`config.mk`:
```
export PLATFORM = sky130hd
export DESIGN_NAME = dtpb_ctrl
export DESIGN_NICKNAME = d
export VERILOG_FILES = /design/src/hw/rtl/dtpb_pkg.sv /design/src/hw/rtl/dtpb_ctrl.sv
export SDC_FILE = /design/constraint.sdc
export NUM_CORES = 1
export LEC_CHECK = 0
export BUFFER_PORTS_ARGS = -buffer_cell sky130_fd_sc_hd__buf_2
export CORE_AREA = 2 2 39 41
export CTS_CLUSTER_DIAMETER = 30
export DETAILED_ROUTE_END_ITERATION = 8
export DIE_AREA = 0 0 41 43
export PLACE_DENSITY = 0.85
export SYNTH_ARGS = -nofsm -noshare
export SYNTH_HDL_FRONTEND = slang
export SYNTH_SLANG_ARGS = --single-unit
```
`constraint.sdc`:
```
create_clock -name clk -period 3 [get_ports clk]
set_input_delay 0.6 -clock clk [delete_from_list [all_inputs] [get_ports clk]]
set_output_delay 0.6 -clock clk [all_outputs]
set_load 0.01 [all_outputs]
```
`src/hw/rtl/dtpb_pkg.sv`:
```
// Shared types, constants and a helper function for the depth-tested pixel buffer.
package dtpb_pkg;

  localparam int FRAME_WIDTH_DEF  = 64;
  localparam int FRAME_HEIGHT_DEF = 32;

  localparam int DEPTH_W     = 16;
  localparam int INTENSITY_W = 8;
  localparam int SHADE_W     = 3;
  localparam int FUNC_W      = 2;

  localparam logic signed [DEPTH_W-1:0] CLEAR_DEPTH_RESET = 16'sd2560;

  localparam logic [FUNC_W-1:0] FUNC_CLEAR  = 2'd0;
  localparam logic [FUNC_W-1:0] FUNC_PLOT   = 2'd1;
  localparam logic [FUNC_W-1:0] FUNC_READ   = 2'd2;

  localparam logic [SHADE_W-1:0] SHADE_BLANK = 3'd0;
  localparam logic [SHADE_W-1:0] SHADE_DIM   = 3'd1;
  localparam logic [SHADE_W-1:0] SHADE_LOW   = 3'd2;
  localparam logic [SHADE_W-1:0] SHADE_MID   = 3'd3;
  localparam logic [SHADE_W-1:0] SHADE_FULL  = 3'd4;

  typedef struct packed {
    logic [FUNC_W-1:0]         func;
    logic signed [15:0]        pos_x;
    logic signed [15:0]        pos_y;
    logic signed [DEPTH_W-1:0] depth;
    logic [INTENSITY_W-1:0]    intensity;
  } in_item_t;

  typedef struct packed {
    logic               accepted;
    logic [SHADE_W-1:0] shade;
  } out_item_t;

  typedef enum logic [2:0] {
    ST_INIT,
    ST_IDLE,
    ST_READ,
    ST_SWEEP,
    ST_RESOLVE
  } ctrl_state_t;

  // Commands from the controller to the datapath.
  typedef struct packed {
    logic load_item;
    logic sweep_arm;
    logic sweep_wr;
    logic mem_rd;
    logic resolve;
  } dp_cmd_t;

  // Status from the datapath back to the controller.
  typedef struct packed {
    logic              sweep_last;
    logic              slot_free;
  } dp_status_t;

  // Quantize an intensity into one of five shade levels split at quarters.
  function automatic logic [SHADE_W-1:0] shade_of(input logic [INTENSITY_W-1:0] c);
    logic [SHADE_W-1:0] s;
    begin
      case (c[7:6])
        2'b00:   s = (c == '0) ? SHADE_BLANK : SHADE_DIM;
        2'b01:   s = SHADE_LOW;
        2'b10:   s = SHADE_MID;
        2'b11:   s = SHADE_FULL;
        default: s = SHADE_BLANK;
      endcase
      return s;
    end
  endfunction

endpackage

```
`src/hw/rtl/dtpb_ctrl.sv`:
```
// Controller state machine that sequences item lookups, store sweeps and result hand-off.
module dtpb_ctrl (
  input  logic                clk,
  input  logic                rst_n,
  input  logic                in_valid,
  output logic                in_stall,
  input  dtpb_pkg::in_item_t  in_data,
  input  dtpb_pkg::dp_status_t status,
  output dtpb_pkg::dp_cmd_t   cmd
);
  import dtpb_pkg::*;

  ctrl_state_t state_r, state_nxt;

  always_ff @(posedge clk) begin
    if (!rst_n) begin
      state_r <= ST_INIT;
    end else begin
      state_r <= state_nxt;
    end
  end

  always_comb begin
    state_nxt = state_r;
    case (state_r)
      ST_INIT: begin
        if (status.sweep_last) begin
          state_nxt = ST_IDLE;
        end
      end
      ST_IDLE: begin
        if (in_valid) begin
          state_nxt = (in_data.func == FUNC_CLEAR) ? ST_SWEEP : ST_READ;
        end
      end
      ST_READ: begin
        state_nxt = ST_RESOLVE;
      end
      ST_SWEEP: begin
        if (status.sweep_last) begin
          state_nxt = ST_RESOLVE;
        end
      end
      ST_RESOLVE: begin
        if (status.slot_free) begin
          state_nxt = ST_IDLE;
        end
      end
      default: begin
        state_nxt = ST_INIT;
      end
    endcase
  end

  always_comb begin
    cmd      = '0;
    in_stall = 1'b1;
    case (state_r)
      ST_INIT: begin
        cmd.sweep_wr = 1'b1;
      end
      ST_IDLE: begin
        in_stall      = 1'b0;
        cmd.load_item = in_valid;
        cmd.sweep_arm = in_valid && (in_data.func == FUNC_CLEAR);
      end
      ST_READ: begin
        cmd.mem_rd = 1'b1;
      end
      ST_SWEEP: begin
        cmd.sweep_wr = 1'b1;
      end
      ST_RESOLVE: begin
        cmd.resolve = status.slot_free;
      end
      default: begin
        cmd = '0;
      end
    endcase
  end

endmodule

```
# Word level (Yosys, flattened, before mapping)
# Cells that the tools add are included.
# W data, S select, Z words.
[word_totals] regBits=3 inputBits=63 elab_cells=25
[op_classes] n_eq_ne=8 mux=11 reduce_logical=5
[ops] op="$pmux W3 S5" count=1
[ops] op="$mux W3" count=4
[ops] op="$ne A2 B2 Y1 const B" count=4
[ops] op="$eq A3 B2 Y1 const B" count=2
[ops] op="$mux W1" count=5
[ops] op="$reduce_and A4 Y1" count=1
[ops] op="$eq A3 B1 Y1 const B" count=1
[ops] op="$eq A3 B3 Y1 const B" count=1
[ops] op="$logic_not A3 Y1" count=1
[ops] op="$logic_not A2 Y1" count=1
[ops] op="$mux W2" count=1
[ops] op="$reduce_or A2 Y1" count=1
[ops] op="$logic_and A1 B1 Y1" count=1

# Depth between registers and ports, before layout
[depth] ltp_word=4 ltp_mapped=4 ltp_nobuf=3

# Least setup slack after synthesis
# OpenSTA, ideal clock, no wires.
[synth_path] kind="input-to-output" from="in in_valid" to="out cmd[3] (netlist name)" arrival_ns=1.063 required_time_ns=2.400 path_slack_ns=1.337 stages=3 path_cell_list="inv_1 nor3b_4 and2_1"
[synth_rtl] element="start: declaration" line_no="dtpb_ctrl.sv:5" rtl="input logic in_valid,"
[synth_rtl] element="end: declaration" line_no="dtpb_ctrl.sv:9" rtl="output dtpb_pkg::dp_cmd_t cmd"

==> reports/summary.txt <==
outcome: complete, no violations
GRT overflow: 0
slowest CP cell: dfxtp_1
Non-Filler Instances: 55
Tmin final: 1.905 ns
Placer Congestion: 0.5358
CTS tree: done
Avg Inst Size Synth: 9.540 µm²
# H-tree levels: 1
worst path cell trace: nor2b_4, nor3b_4, and2_1, buf_2
Layout area overhead: 44.26%
Post-CTS Hold Buffers: 0
final wirelength: 474 µm
Leak: 0.1535 nW
max incr delay on CP: 0.42 ns
Worst Skew: 0.0009270 ns
RR Startpoint: state_r[1]
DP Cell Count: 51
CTS buffer count: 3
Largest regs: state_r (3)
overall power after layout: 0.1466 mW
crit path to: cmd[3]
Worst VDD drop: 94.11 µV
Net Count, Synth: 87
Post-Syn Area: 229.0 µm²
Starting Density: 16.55%
Vias per Instance: 4.164
Post-Layout Inst Area: 330.3 µm²
DIE WIDTH: 41 µm
RSZ-0062 raised after global routing: false
final hold violation count: 0
placed instance area: 304.0 µm²
n_diodes: 0
post-CTS sizing: 0
Worst Setup Start Kind: flip-flop
fraction of registers with async set/reset: 0%
most common cell after layout, fill and taps aside: buf_2
#FFs+latches synth: 3
Final nets: 103
power per standard cell area: 443.7 mW/mm²
Max clock buf depth: 2
max reg flops: 3
YS warnings: 0
WHS Path Cells: 2
Crit. Startpoint: state_r[0]
arrival time worst endpoint: 1.31 ns
Setup CP Type: reg -> out
Final ANT Viol Nets: 0
number of synthesized flops with an enable pin: 0
Buffers on Ports: 12
initial drt markers: 3
Via Count: 229
Critical Path Fanout Max: 7
final setup vio count: 0
relative max-transition margin: 75.18%
Worst-Skew Late Latency: 0.23 ns
worst reg2reg path depth: 3
Primary FF master, synth: dfxtp_1
Synth cell types: 19
Core Area: 0.001384 mm²
Max Freq: 524.9 MHz
RR Endpoint: state_r[0]
die height: 43 µm
All-Layer GR Usage: 6.137%
Max-Cap Viols: 0
worst endpoint required time: 2.40 ns
CTS Root Cell: clkbuf_4
initial antenna violation count: 0
DRC errors left: 0
worst slew pin tran: 0.3718 ns
Hold Path Class: in -> reg
first-pass GRT wire length: 648 µm
cell count after synthesis: 24
sequential area share after synthesis: 26.23%
Worst R2R Setup Slack: 1.90 ns
Setup Fix Bufs, Post-CTS: 0
commonest cells after routing, fill and taps aside: 12 x buf_2, 3 x clkbuf_4, 3 x dfxtp_1
CP endpoint kind: primary output
setup slack after layout: 1.095 ns
largest net degree at the start of global routing: 12
setup TNS: 0 ns
first-pass detailed-route iteration total: 4
most flop-heavy register: state_r
CTS clock-pin slew for the worst setup and hold paths: 0.04 ns
Slew Limit Fails: 0
CTS Sinks: 3
share of cells above drive strength 1: 46.15%
DIE AREA: 0.001763 mm²
Place WS: 1.223 ns
routed len/inst: 8.618 µm
number of global-route vias before repair: 189
row count: 14
crit share post-route: 63.51%
IO Pins: 69
critical path: cells and delay by family (launching register included):
family | cells | cell delay, ns
buf+inv | 1 | 0.12
flops | 1 | 0.42
simple gates | 3 | 0.52
metal layers:
metal | routed length (µm) | GRT usage, % | share of wire (%)
met1 | 176 | 5.178 | 37
met2 | 243 | 8.438 | 51
met3 | 55 | 3.141 | 12
met4 | 0 | 8.000 | 0
met5 | 0 | 0 | 0
worst min path at each step:
stage	startpoint	endpoint	slack, ns
floorplan	state_r[1]	state_r[0]	0.59
global placement	state_r[0]	state_r[1]	0.67
detailed placement	state_r[0]	state_r[1]	0.67
CTS	rst_n	state_r[2]	0.61
global route	rst_n	state_r[2]	0.61
finish	rst_n	state_r[2]	0.61
synth_stat cells, types with 2 or more instances:
cell type | n | area (µm²)
dfxtp_1 | 3 | 60.06
nor2_1 | 2 | 7.510
nor3b_1 | 2 | 15.01
o21a_1 | 2 | 15.01
area by class of cell:
class | instances | area (µm²)
multi-input cells | 19 | 160.2
fillers | 165 | 1054
flip-flops and latches | 3 | 60.06
well taps | 16 | 20.02
repair buffers | 12 | 60.06
inverters | 1 | 3.754
clock buffers | 4 | 26.28
logic make-up after synthesis:
family,count (synthesis),share of synthesized area [%]
muxes,1,4.372
xor gates and xnor gates,1,3.826
buffers and inverters,2,3.821
and+or+nand+nor,13,45.90
AOI/OAI and AO/OA,4,15.84
DFF,3,26.23
where the power goes:
group          switching, mW  internal, mW  total [mW]  leakage, nW
clock                 0.0205        0.0498      0.0703       0.0150
combinational         0.0123        0.0168      0.0291        0.114
sequential           0.00475        0.0424      0.0472       0.0245
total                 0.0375         0.109       0.147        0.154
per-stage QoR:
stage               utilization, %  hold slack, ns
global placement             21.97          0.6690
global route                 23.87          0.6076
CTS                          23.87          0.6093
detailed placement           21.97          0.6743
floorplan                        -          0.5893
finish                       23.87          0.6094
Power figures use the tool's default switching activity.
